**src/design/bkr_pkg.sv**
```systemverilog
// Shared constants and types of the bridge ratio front end with its scalar Kalman filter.
// Used by the register block and the top level; depends on nothing else.
`default_nettype none

package bkr_pkg;

  // Field widths.
  localparam int RAW_W       = 12;
  localparam int N_CH        = 4;
  localparam int SCALE_W     = 20;
  localparam int NOISE_W     = 24;
  localparam int COV_W       = 24;
  localparam int MV_W        = 34;
  localparam int RATIO_W     = 32;
  localparam int RATIO_FRAC  = 24;

  // Default parameter values.
  localparam int ADC_BITS_DEF  = 12;
  localparam int FRAC_BITS_DEF = 16;

  // Stream payload widths.
  localparam int IN_TDATA_W  = N_CH * RAW_W;
  localparam int OUT_BITS    = 3 * MV_W + RATIO_W;
  localparam int OUT_TDATA_W = ((OUT_BITS + 7) / 8) * 8;

  // Configuration port.
  localparam int CFG_DATA_W = 64;
  localparam int CFG_ADDR_W = 6;

  // Register reset values.
  localparam logic [SCALE_W-1:0]    RST_MV_PER_COUNT = 20'd52429;
  localparam logic [NOISE_W-1:0]    RST_PROC_NOISE   = 24'd66;
  localparam logic [NOISE_W-1:0]    RST_MEAS_NOISE   = 24'd6554;
  localparam logic signed [MV_W-1:0] RST_INIT_EST    = 34'sd196608;
  localparam logic [COV_W-1:0]      RST_INIT_COV     = 24'd65536;

  // Ratio saturation limits.
  localparam logic [RATIO_W-1:0] RATIO_MAX = {1'b0, {(RATIO_W-1){1'b1}}};
  localparam logic [RATIO_W-1:0] RATIO_MIN = {1'b1, {(RATIO_W-1){1'b0}}};

  // Register contents handed from the configuration port to the datapath.
  typedef struct packed {
    logic [SCALE_W-1:0]     mv_per_count;
    logic [NOISE_W-1:0]     process_noise;
    logic [NOISE_W-1:0]     measurement_noise;
    logic signed [MV_W-1:0] initial_estimate;
    logic [COV_W-1:0]       initial_covariance;
  } cfg_t;

endpackage

`default_nettype wire

```
**src/design/bkr_shift_mul.sv**
```systemverilog
// Bit-serial signed-by-unsigned multiplier, one multiplier bit per cycle, MSB first.
// Stand-alone; used by the bridge ratio top level for scaling and the filter update.
`default_nettype none

module bkr_shift_mul #(
  parameter int AW = 21,
  parameter int BW = 12
) (
  input  wire logic                 clk,
  input  wire logic                 rst,
  input  wire logic                 start,
  input  wire logic signed [AW-1:0] a,
  input  wire logic [BW-1:0]        b,
  output logic                      busy,
  output logic signed [AW+BW-1:0]   prod
);

  localparam int PW = AW + BW;
  localparam int CW = $clog2(BW + 1);

  logic [CW-1:0]        cnt;
  logic signed [AW-1:0] a_r;
  logic [BW-1:0]        b_sh;
  logic signed [PW-1:0] acc;
  logic signed [PW-1:0] a_ext;
  logic signed [PW-1:0] acc_next;

  // Double the running sum and add the multiplicand when the next bit is set.
  assign a_ext    = PW'(a_r);
  assign acc_next = (acc <<< 1) + (b_sh[BW-1] ? a_ext : '0);
  assign prod     = acc;

  // Step counter.
  always_ff @(posedge clk) begin
    if (rst) begin
      busy <= 1'b0;
      cnt  <= '0;
    end else if (start) begin
      busy <= 1'b1;
      cnt  <= CW'(BW);
    end else if (busy) begin
      cnt <= cnt - 1'b1;
      if (cnt == CW'(1)) begin
        busy <= 1'b0;
      end
    end
  end

  // Operand and accumulator registers.
  always_ff @(posedge clk) begin
    if (start) begin
      a_r  <= a;
      b_sh <= b;
      acc  <= '0;
    end else if (busy) begin
      acc  <= acc_next;
      b_sh <= b_sh << 1;
    end
  end

endmodule

`default_nettype wire

```
**src/design/bkr_shift_div.sv**
```systemverilog
// Restoring divider that yields one quotient bit per cycle.
// Stand-alone; the caller ensures the starting remainder is below the divisor.
`default_nettype none

module bkr_shift_div #(
  parameter int RW = 26,
  parameter int NQ = 17
) (
  input  wire logic          clk,
  input  wire logic          rst,
  input  wire logic          start,
  input  wire logic [RW-1:0] rem_init,
  input  wire logic [NQ-1:0] low,
  input  wire logic [RW-1:0] divisor,
  output logic               busy,
  output logic [NQ-1:0]      quot
);

  localparam int CW = $clog2(NQ + 1);

  logic [CW-1:0] cnt;
  logic [RW-1:0] rem;
  logic [RW-1:0] dv;
  logic [NQ-1:0] low_sh;
  logic [RW:0]   rem2;
  logic [RW:0]   diff;
  logic          ge;

  // Bring down the next dividend bit and trial-subtract the divisor.
  assign rem2 = {rem, low_sh[NQ-1]};
  assign ge   = rem2 >= {1'b0, dv};
  assign diff = rem2 - {1'b0, dv};

  // Step counter.
  always_ff @(posedge clk) begin
    if (rst) begin
      busy <= 1'b0;
      cnt  <= '0;
    end else if (start) begin
      busy <= 1'b1;
      cnt  <= CW'(NQ);
    end else if (busy) begin
      cnt <= cnt - 1'b1;
      if (cnt == CW'(1)) begin
        busy <= 1'b0;
      end
    end
  end

  // Remainder and quotient shift registers.
  always_ff @(posedge clk) begin
    if (start) begin
      rem    <= rem_init;
      dv     <= divisor;
      low_sh <= low;
      quot   <= '0;
    end else if (busy) begin
      rem    <= ge ? diff[RW-1:0] : rem2[RW-1:0];
      low_sh <= low_sh << 1;
      quot   <= {quot[NQ-2:0], ge};
    end
  end

endmodule

`default_nettype wire

```
**src/design/bkr_regs.sv**
```systemverilog
// Configuration registers behind a simple APB-style port, 64-bit data, 8-byte stride.
// Depends on bkr_pkg for widths, reset values and the register struct.
`default_nettype none

module bkr_regs (
  input  wire logic                             clk,
  input  wire logic                             rst,
  input  wire logic                             psel,
  input  wire logic                             penable,
  input  wire logic                             pwrite,
  input  wire logic [bkr_pkg::CFG_ADDR_W-1:0]   paddr,
  input  wire logic [bkr_pkg::CFG_DATA_W-1:0]   pwdata,
  output logic [bkr_pkg::CFG_DATA_W-1:0]        prdata,
  output logic                                  pready,
  output bkr_pkg::cfg_t                         cfg
);

  import bkr_pkg::*;

  localparam logic [2:0] REG_MV_PER_COUNT = 3'd0;
  localparam logic [2:0] REG_PROC_NOISE   = 3'd1;
  localparam logic [2:0] REG_MEAS_NOISE   = 3'd2;
  localparam logic [2:0] REG_INIT_EST     = 3'd3;
  localparam logic [2:0] REG_INIT_COV     = 3'd4;

  logic [2:0] idx;
  logic       wr_en;

  assign pready = 1'b1;
  assign idx    = paddr[CFG_ADDR_W-1:3];
  assign wr_en  = psel && penable && pwrite && pready;

  // Register writes; unknown indexes are dropped.
  always_ff @(posedge clk) begin
    if (rst) begin
      cfg.mv_per_count       <= RST_MV_PER_COUNT;
      cfg.process_noise      <= RST_PROC_NOISE;
      cfg.measurement_noise  <= RST_MEAS_NOISE;
      cfg.initial_estimate   <= RST_INIT_EST;
      cfg.initial_covariance <= RST_INIT_COV;
    end else if (wr_en) begin
      unique case (idx)
        REG_MV_PER_COUNT: cfg.mv_per_count       <= pwdata[SCALE_W-1:0];
        REG_PROC_NOISE:   cfg.process_noise      <= pwdata[NOISE_W-1:0];
        REG_MEAS_NOISE:   cfg.measurement_noise  <= pwdata[NOISE_W-1:0];
        REG_INIT_EST:     cfg.initial_estimate   <= signed'(pwdata[MV_W-1:0]);
        REG_INIT_COV:     cfg.initial_covariance <= pwdata[COV_W-1:0];
        default: ;
      endcase
    end
  end

  // Read-back mux.
  always_comb begin
    unique case (idx)
      REG_MV_PER_COUNT: prdata = CFG_DATA_W'(cfg.mv_per_count);
      REG_PROC_NOISE:   prdata = CFG_DATA_W'(cfg.process_noise);
      REG_MEAS_NOISE:   prdata = CFG_DATA_W'(cfg.measurement_noise);
      REG_INIT_EST:     prdata = CFG_DATA_W'(cfg.initial_estimate);
      REG_INIT_COV:     prdata = CFG_DATA_W'(cfg.initial_covariance);
      default:          prdata = '0;
    endcase
  end

endmodule

`default_nettype wire

```
**src/design/bridge_kalman_ratio.sv**
```systemverilog
// Each accepted item passes through channel scaling alongside the gain division, then the
// filter multiply, the ratio division and the output step; the gain division and the filter
// multiply each work on FRAC_BITS + 1 bits and the ratio divider on 32 bits. A new item is
// accepted only when idle; a finished result waits in the output register during the next item.
// Reset (synchronous, active high) loads register defaults and the initial estimate and
// covariance; there is no clearing pass.
`default_nettype none

module bridge_kalman_ratio #(
  parameter int ADC_BITS  = bkr_pkg::ADC_BITS_DEF,
  parameter int FRAC_BITS = bkr_pkg::FRAC_BITS_DEF
) (
  input  wire logic                             clk,
  input  wire logic                             rst,
  // Input item: raw_ref_pos, raw_ref_neg, raw_out_neg, raw_out_pos (from bit 0 up).
  input  wire logic                             s_tvalid,
  output logic                                  s_tready,
  input  wire logic [bkr_pkg::IN_TDATA_W-1:0]   s_tdata,
  // Result item: reference_mv, output_mv, filtered_mv, balance_ratio, zero padding.
  output logic                                  m_tvalid,
  input  wire logic                             m_tready,
  output logic [bkr_pkg::OUT_TDATA_W-1:0]       m_tdata,
  // Result flag: ratio_invalid.
  output logic                                  m_tuser,
  // Configuration port.
  input  wire logic                             psel,
  input  wire logic                             penable,
  input  wire logic                             pwrite,
  input  wire logic [bkr_pkg::CFG_ADDR_W-1:0]   paddr,
  input  wire logic [bkr_pkg::CFG_DATA_W-1:0]   pwdata,
  output logic [bkr_pkg::CFG_DATA_W-1:0]        prdata,
  output logic                                  pready
);

  import bkr_pkg::*;

  localparam int RAW_USE  = (ADC_BITS < RAW_W) ? ADC_BITS : RAW_W;
  localparam int KW       = FRAC_BITS + 1;
  localparam int SMUL_AW  = SCALE_W + 1;
  localparam int SMUL_PW  = SMUL_AW + RAW_USE;
  localparam int PPRE_W   = COV_W + 1;
  localparam int S_W      = COV_W + 2;
  localparam int Y_W      = MV_W + 1;
  localparam int KY_W     = Y_W + KW;
  localparam int DELTA_W  = KY_W - FRAC_BITS;
  localparam int SUM_W    = MV_W + 3;
  localparam int CP_W     = S_W + KW;
  localparam int PN_W     = CP_W - FRAC_BITS;
  localparam int OVF_SH   = RATIO_W - RATIO_FRAC;

  localparam logic [KW-1:0]        K_ONE   = {1'b1, {FRAC_BITS{1'b0}}};
  localparam logic [MV_W-1:0]      EST_MAX = {1'b0, {(MV_W-1){1'b1}}};
  localparam logic [MV_W-1:0]      EST_MIN = {1'b1, {(MV_W-1){1'b0}}};

  typedef enum logic [2:0] {
    ST_IDLE,
    ST_SCALE,
    ST_MUL_START,
    ST_MUL,
    ST_DIV_START,
    ST_DIV,
    ST_OUT
  } state_t;

  state_t state;
  cfg_t   cfg;

  logic accept;

  // Filter state and per-item registers.
  logic signed [MV_W-1:0] estimate;
  logic [COV_W-1:0]       covariance;
  logic signed [MV_W-1:0] vref_r;
  logic signed [MV_W-1:0] vout_r;
  logic                   s_zero;
  logic [RATIO_W-1:0]     ratio_r;
  logic                   inv_r;

  // Configuration registers.
  bkr_regs u_regs (
    .clk     (clk),
    .rst     (rst),
    .psel    (psel),
    .penable (penable),
    .pwrite  (pwrite),
    .paddr   (paddr),
    .pwdata  (pwdata),
    .prdata  (prdata),
    .pready  (pready),
    .cfg     (cfg)
  );

  assign s_tready = (state == ST_IDLE);
  assign accept   = s_tvalid && s_tready;

  // Channel scaling: four serial multipliers run side by side on the raw counts.
  logic [RAW_W-1:0]          raw_ch     [N_CH];
  logic signed [SMUL_PW-1:0] scale_prod [N_CH];
  logic signed [MV_W-1:0]    scaled     [N_CH];
  logic [N_CH-1:0]           scale_busy;
  logic signed [SMUL_AW-1:0] mv_s;

  assign mv_s = signed'({1'b0, cfg.mv_per_count});

  for (genvar ch = 0; ch < N_CH; ch++) begin : g_scale
    assign raw_ch[ch] = s_tdata[ch*RAW_W +: RAW_W];
    // The product of a 12-bit count and a 20-bit scale never reaches the 34-bit limit.
    assign scaled[ch] = signed'({{(MV_W-SMUL_PW){1'b0}}, scale_prod[ch]});

    bkr_shift_mul #(
      .AW (SMUL_AW),
      .BW (RAW_USE)
    ) u_scale (
      .clk   (clk),
      .rst   (rst),
      .start (accept),
      .a     (mv_s),
      .b     (raw_ch[ch][RAW_USE-1:0]),
      .busy  (scale_busy[ch]),
      .prod  (scale_prod[ch])
    );
  end

  // Kalman gain K = (P_pre << FRAC_BITS) / S, computed while the counts are scaled.
  logic [PPRE_W-1:0] p_pre;
  logic [S_W-1:0]    s_sum;
  logic [KW-1:0]     kdiv_q;
  logic              kdiv_busy;
  logic [KW-1:0]     k_val;
  logic [KW-1:0]     one_minus_k;

  assign p_pre = {1'b0, covariance} + {1'b0, cfg.process_noise};
  assign s_sum = {1'b0, p_pre} + {2'b0, cfg.measurement_noise};

  bkr_shift_div #(
    .RW (S_W),
    .NQ (KW)
  ) u_kdiv (
    .clk      (clk),
    .rst      (rst),
    .start    (accept),
    .rem_init ({2'b0, p_pre[PPRE_W-1:1]}),
    .low      ({p_pre[0], {FRAC_BITS{1'b0}}}),
    .divisor  (s_sum),
    .busy     (kdiv_busy),
    .quot     (kdiv_q)
  );

  // Since P_pre never exceeds S the quotient is at most one; a zero S gives no gain.
  assign k_val       = s_zero ? '0 : kdiv_q;
  assign one_minus_k = K_ONE - k_val;

  // Filter update products K * y and (1 - K) * P_pre.
  logic signed [Y_W-1:0]  y_val;
  logic signed [KY_W-1:0] ky_prod;
  logic                   ky_busy;
  logic signed [CP_W-1:0] cov_prod;
  logic                   cov_busy;
  logic                   mul_start;

  assign y_val     = Y_W'(vout_r) - Y_W'(estimate);
  assign mul_start = (state == ST_MUL_START);

  bkr_shift_mul #(
    .AW (Y_W),
    .BW (KW)
  ) u_ky_mul (
    .clk   (clk),
    .rst   (rst),
    .start (mul_start),
    .a     (y_val),
    .b     (k_val),
    .busy  (ky_busy),
    .prod  (ky_prod)
  );

  bkr_shift_mul #(
    .AW (S_W),
    .BW (KW)
  ) u_cov_mul (
    .clk   (clk),
    .rst   (rst),
    .start (mul_start),
    .a     (signed'({1'b0, p_pre})),
    .b     (one_minus_k),
    .busy  (cov_busy),
    .prod  (cov_prod)
  );

  // New estimate: floor shift of K * y, added and clamped to 34 bits signed.
  logic signed [DELTA_W-1:0] ky_delta;
  logic signed [SUM_W-1:0]   est_sum;
  logic                      sat_hi;
  logic                      sat_lo;
  logic signed [MV_W-1:0]    est_new;
  logic [PN_W-1:0]           pn;
  logic [COV_W-1:0]          cov_new;

  assign ky_delta = signed'(ky_prod[KY_W-1:FRAC_BITS]);
  assign est_sum  = SUM_W'(estimate) + SUM_W'(ky_delta);
  assign sat_hi   = !est_sum[SUM_W-1] && (|est_sum[SUM_W-2:MV_W-1]);
  assign sat_lo   = est_sum[SUM_W-1] && !(&est_sum[SUM_W-2:MV_W-1]);
  assign est_new  = sat_hi ? signed'(EST_MAX) :
                    sat_lo ? signed'(EST_MIN) : est_sum[MV_W-1:0];

  // New covariance, saturated to 24 bits.
  assign pn      = cov_prod[CP_W-1:FRAC_BITS];
  assign cov_new = (|pn[PN_W-1:COV_W]) ? '1 : pn[COV_W-1:0];

  // Ratio division on magnitudes: (|estimate| << 24) / |reference|.
  logic [MV_W-1:0]    est_mag;
  logic [MV_W-1:0]    ref_mag;
  logic [MV_W-1:0]    est_hi;
  logic               ref_zero;
  logic               ratio_neg;
  logic               ratio_ovf;
  logic [RATIO_W-1:0] rdiv_q;
  logic               rdiv_busy;

  assign est_mag   = estimate[MV_W-1] ? MV_W'(-estimate) : MV_W'(estimate);
  assign ref_mag   = vref_r[MV_W-1] ? MV_W'(-vref_r) : MV_W'(vref_r);
  assign est_hi    = MV_W'(est_mag[MV_W-1:OVF_SH]);
  assign ref_zero  = (vref_r == '0);
  assign ratio_neg = estimate[MV_W-1] ^ vref_r[MV_W-1];
  // A quotient of 2^32 or more is caught before the divider runs.
  assign ratio_ovf = est_hi >= ref_mag;

  bkr_shift_div #(
    .RW (MV_W),
    .NQ (RATIO_W)
  ) u_rdiv (
    .clk      (clk),
    .rst      (rst),
    .start    (state == ST_DIV_START),
    .rem_init (est_hi),
    .low      ({est_mag[OVF_SH-1:0], {RATIO_FRAC{1'b0}}}),
    .divisor  (ref_mag),
    .busy     (rdiv_busy),
    .quot     (rdiv_q)
  );

  // Signed ratio with saturation and the invalid flag.
  logic [RATIO_W-1:0] ratio_next;
  logic               inv_next;

  always_comb begin
    if (ref_zero) begin
      ratio_next = estimate[MV_W-1] ? RATIO_MIN : RATIO_MAX;
      inv_next   = 1'b1;
    end else if (ratio_ovf || (!ratio_neg && rdiv_q[RATIO_W-1]) ||
                 (ratio_neg && rdiv_q[RATIO_W-1] && (|rdiv_q[RATIO_W-2:0]))) begin
      ratio_next = ratio_neg ? RATIO_MIN : RATIO_MAX;
      inv_next   = 1'b1;
    end else begin
      ratio_next = ratio_neg ? (~rdiv_q + 1'b1) : rdiv_q;
      inv_next   = 1'b0;
    end
  end

  // Sequencer, filter state and output register.
  always_ff @(posedge clk) begin
    if (rst) begin
      state      <= ST_IDLE;
      m_tvalid   <= 1'b0;
      estimate   <= RST_INIT_EST;
      covariance <= RST_INIT_COV;
    end else begin
      // The output step reloads the register itself when the waiting item leaves.
      if (m_tvalid && m_tready && (state != ST_OUT)) begin
        m_tvalid <= 1'b0;
      end
      unique case (state)
        ST_IDLE: begin
          if (accept) begin
            s_zero <= (s_sum == '0);
            state  <= ST_SCALE;
          end
        end
        ST_SCALE: begin
          if ((scale_busy == '0) && !kdiv_busy) begin
            vref_r <= scaled[0] - scaled[1];
            vout_r <= scaled[3] - scaled[2];
            state  <= ST_MUL_START;
          end
        end
        ST_MUL_START: begin
          state <= ST_MUL;
        end
        ST_MUL: begin
          if (!ky_busy && !cov_busy) begin
            estimate   <= est_new;
            covariance <= cov_new;
            state      <= ST_DIV_START;
          end
        end
        ST_DIV_START: begin
          state <= ST_DIV;
        end
        ST_DIV: begin
          if (!rdiv_busy) begin
            ratio_r <= ratio_next;
            inv_r   <= inv_next;
            state   <= ST_OUT;
          end
        end
        ST_OUT: begin
          if (!m_tvalid || m_tready) begin
            m_tvalid <= 1'b1;
            m_tdata  <= {{(OUT_TDATA_W-OUT_BITS){1'b0}}, ratio_r, estimate, vout_r, vref_r};
            m_tuser  <= inv_r;
            state    <= ST_IDLE;
          end
        end
        default: state <= ST_IDLE;
      endcase
    end
  end

`ifndef NO_ASSERTIONS
  // An accepted item starts the gain division and the scaling together.
  a_accept_starts: assert property (@(posedge clk) disable iff (rst)
    (s_tvalid && s_tready) |=> (kdiv_busy && scale_busy[0]))
    else $error("accepted item did not start the serial units");

  // The filter multiply starts only after scaling and the gain are complete.
  a_mul_operands_ready: assert property (@(posedge clk) disable iff (rst)
    (state == ST_MUL_START) |-> (!kdiv_busy && (scale_busy == '0)))
    else $error("filter multiply started with operands still in progress");

  // A new result appears only from the output step of the sequencer.
  a_result_from_out: assert property (@(posedge clk) disable iff (rst)
    $rose(m_tvalid) |-> $past(state == ST_OUT))
    else $error("result raised outside the output step");

  // Neither filter multiplier nor the ratio divider is still running while the block waits for an item.
  a_idle_units_quiet: assert property (@(posedge clk) disable iff (rst)
    (state == ST_IDLE) |-> (!ky_busy && !cov_busy && !rdiv_busy))
    else $error("serial unit busy while idle");
`endif

endmodule

`default_nettype wire
```
**config.mk**
```make
export PLATFORM = sky130hd
export DESIGN_NAME = bridge_kalman_ratio
export DESIGN_NICKNAME = d
export VERILOG_FILES = /design/src/design/bkr_pkg.sv /design/src/design/bkr_shift_mul.sv /design/src/design/bkr_shift_div.sv /design/src/design/bkr_regs.sv /design/src/design/bridge_kalman_ratio.sv
export SDC_FILE = /design/constraint.sdc
export NUM_CORES = 2
export LEC_CHECK = 0
export ABC_AREA = 1
export BUFFER_PORTS_ARGS = -buffer_cell sky130_fd_sc_hd__buf_2
export CAP_MARGIN = 20
export CELL_PAD_IN_SITES_DETAIL_PLACEMENT = 0
export CELL_PAD_IN_SITES_GLOBAL_PLACEMENT = 2
export CORE_MARGIN = 8
export CORE_UTILIZATION = 40
export CTS_BUF_LIST = sky130_fd_sc_hd__clkbuf_2
export CTS_CLUSTER_SIZE = 14
export DETAILED_ROUTE_END_ITERATION = 12
export GPL_ROUTABILITY_DRIVEN = 0
export PLACE_DENSITY = 0.89
export SETUP_SLACK_MARGIN = 0.2
export SLEW_MARGIN = 20
export SYNTH_ARGS = -nofsm -noshare
export SYNTH_HDL_FRONTEND = slang
export SYNTH_HIERARCHICAL = 1
export SYNTH_SLANG_ARGS = --single-unit
```
**constraint.sdc**
```tcl
create_clock -name clk -period 27.1 [get_ports clk]
set_input_delay 4.065 -clock clk [delete_from_list [all_inputs] [get_ports clk]]
set_output_delay 4.065 -clock clk [all_outputs]
set_load 0.02 [all_outputs]
```
==> flow_summary.json <==
{
  "status": "finished clean",
  "fp.dieH_um": 464,
  "grt_pass1_vias": 70630,
  "vias_per_cell": 4.98,
  "die-width_um": 464,
  "io_pins": 329,
  "final.fill_count": 21081,
  "synthToLayoutAreaGrowth_pct": 8.39,
  "grt-ovfl-total": 0,
  "period_needed_ps": 10350,
  "finalSetupViolCount": 0,
  "regArea_um2": 29200,
  "grt_usage_pct": 23.2,
  "tns_ps": 0,
  "vias": 73673,
  "power_density_nw_per_um2": 94.1,
  "worst-path-buf-inv": 3,
  "grt_max_degree": 130,
  "setup.worst_path.end_class": "primary output",
  "dp_cells": 14200,
  "postRouteWirelength_mm": 260,
  "post-place-ws_ps": 16490,
  "worstMarginPinSlew_ps": 1230,
  "crit_type": "in2out",
  "cp_top_family": "simple AND/OR/NAND/NOR gates",
  "synth-seq-area-share_pct": 36.3,
  "final_net_count": 12452,
  "busiest_layer": "met2",
  "holdWs_ps": 395,
  "io_buffers": 292,
  "synth-seq-cells": 1142,
  "synth-edff-count": 633,
  "cp_cell_sequence": "buf_2, inv_6, nand2_1, nor2_4, nand2_1, nand2_1, buf_2",
  "fmax_mhz": 96.6,
  "tritoncts": "built",
  "worst-endpoint-required_ps": 23030,
  "grt_pass1_wl_mm": 401,
  "rsz0062_at_grt": "no",
  "power_leakage_nw": 44.5,
  "avgSynthCellArea_um2": 7.02,
  "syn_area_um2": 80300,
  "clock_path_buffers": 4,
  "cp_slowest_cell": "nor2_4",
  "cts_buffers": 339,
  "rr_worst_depth": 24,
  "cp_common_cell": "nand2_1",
  "syn_inst": 11443,
  "yosysWarnings": 6,
  "multiInputGateArea_um2": 42800,
  "period_share_pct": 38.2,
  "hold_depth": 0,
  "start_util_pct": 40.2,
  "cts_sinks": 1142,
  "clk_pin_slew_worst_paths_ps": 90,
  "core_area_um2": 200000,
  "crit_cells": 7,
  "drive_gt1_share_pct": 11.6,
  "min_path_type": "reg2reg",
  "drt-pass1-iter-count": 8,
  "cts_hold_buf": 0,
  "ys_types": 71,
  "synth_ff_type": "edfxtp_1",
  "max_stage_delay_ps": 730,
  "hold_viol": 0,
  "synthArstFlopShare_pct": 0,
  "postRouteAntennaNets": 0,
  "crit_path_max_fanout": 60,
  "arrival_ps": 6280,
  "grt_use_met2_pct": 37.2,
  "maxSlewHeadroom_pct": 17.7,
  "cts_max_level": 5,
  "grtUsageMet3_pct": 3.87,
  "ctsResizeCount": 0,
  "dp_hpwl_mm": 202,
  "skew_ps": 148,
  "drcViolationCount": 0,
  "critPathLaunchType": "input port",
  "fin_cells": 14788,
  "num_rows": 164,
  "die_area_um2": 215000,
  "wl_per_cell_um": 17.6,
  "antenna_found_initial": 8,
  "cts-root-buf": "clkbuf_2",
  "maxCapViolations": 0,
  "ir_worst_vdd_mv": 0.0580,
  "slew_violations": 0,
  "clock_insertion_delay_worst_skew_ps": 1850,
  "worst_slack_ps": 16750,
  "first_iter_violations": 5635,
  "post-cts-setup-buffer-count": 0,
  "met1_usage_pct": 32.1
}
## power breakdown
part	leakage (nW)	switching (mW)	internal [mW]	total (mW)
clock network	2.31	0.785	0.545	1.33
registers	9.99	0.315	2.33	2.65
logic	32.2	2.83	1.39	4.22
## routing by layer
layer  wire (um)  vias to the layer above  share of wire, %
li1            -                    37438                 -
met1      122000                    33778                47
met2      115000                     2061                44
met3       15400                      396               5.9
met4        6960                        0               2.7
met5           0                        -                 0
## stage by stage
| stage | cell area, um^2 | total power [mW] | utilization [%] |
|---|---|---|---|
| 2_1_floorplan | 80600 | 5.73 | - |
| 3_3_place_gp | 84000 | 6.81 | 42.1 |
| 3_5_place_dp | 84000 | 6.86 | 42.1 |
| 4_1_cts | 87000 | 8.24 | 43.6 |
| 5_1_grt | 87100 | 8.93 | 43.6 |
| 6_report | 87100 | 8.19 | 43.6 |
## cell type report
| type | instances | area share (%) |
|---|---|---|
| inverter | 1783 | 7.69 |
| antenna | 8 | 0.0230 |
| clock inverter | 94 | 0.661 |
| tap | 2656 | 3.82 |
| multi-input combinational | 8260 | 49.2 |
| clock buffer | 484 | 2.78 |
| timing repair buffer | 361 | 2.33 |
| sequential | 1142 | 33.5 |
## placed cells by master, fill, tap and decap left out, types with 48 or more instances in the layout
cell      count
nand3_2      56
nand2_2     175
nand2_1    3592
nand3b_1     83
xor2_1      237
a21oi_1     514
inv_1      1724
o21ai_0     371
edfxtp_1    633
inv_2        54
nor3_1      104
nor2_2       75
dfxtp_1     507
conb_1       58
clkbuf_2    484
buf_4        66
ha_1        426
clkinv_1     66
xnor2_1     155
nand4_1     100
buf_2       292
nor2_1     1096
nand3_1     698
o21bai_1     48
## final timing paths
check	start	endpoint	slack [ps]
hold reg to reg	inv_r$_SDFFCE_PP1P_	m_tuser$_DFFE_PP_	390
setup reg to reg	u_regs/cfg[84]$_SDFFE_PP0P_	s_zero$_DFFE_PP_	21550
hold / removal	inv_r$_SDFFCE_PP1P_	m_tuser$_DFFE_PP_	390
setup / recovery	paddr[5]	prdata[15]	16750
## cell usage after synthesis (43+ instances only)
| master | n | area share, % |
|---|---|---|
| xnor2_1 | 155 | 1.7 |
| o21ai_0 | 371 | 2.3 |
| nand3_2 | 56 | 0.70 |
| nor2_4 | 43 | 0.60 |
| nor2_1 | 1100 | 5.1 |
| o21bai_1 | 48 | 0.45 |
| o22ai_1 | 45 | 0.35 |
| inv_2 | 50 | 0.23 |
| nand3b_1 | 83 | 0.78 |
| nand2_2 | 173 | 1.3 |
| dfxtp_1 | 509 | 13 |
| a21oi_1 | 514 | 3.2 |
| clkbuf_1 | 115 | 0.54 |
| buf_6 | 45 | 0.63 |
| xor2_1 | 237 | 2.6 |
| nor2_2 | 73 | 0.57 |
| ha_1 | 426 | 6.6 |
| nor3_1 | 107 | 0.67 |
| buf_2 | 60 | 0.37 |
| edfxtp_1 | 633 | 24 |
| nand4_1 | 100 | 0.78 |
| nand2_1 | 3595 | 17 |
| nand3_1 | 698 | 4.3 |
| buf_4 | 54 | 0.50 |
| inv_1 | 1725 | 8.1 |
## flip-flops by register name, indices dropped and copies added, names as in the netlist, 34 cells and up
signal,cells
m_tdata,134
g_scale.u_scale/prod,132
u_regs/cfg,126
g_scale.u_scale/a_r,84
u_ky_mul/prod,52
g_scale.u_scale/b_sh,48
u_cov_mul/prod,43
u_ky_mul/a_r,35
estimate,34
u_rdiv/dv,34
u_rdiv/rem,34
vout_r,34
vref_r,34
## logic make-up (layout without fill, tap and decap cells)
group | after synthesis | count (layout) | synth area share (%)
other cells | 2 | 66 | 0.00935
flops | 1142 | 1142 | 36.3
buf+inv | 2097 | 2722 | 10.7
fa+ha+maj | 440 | 440 | 6.98
simple gates | 6144 | 6144 | 33.0
compound gates | 1226 | 1226 | 8.70
xor+xnor | 392 | 392 | 4.27
Power figures use the tool's default switching activity.
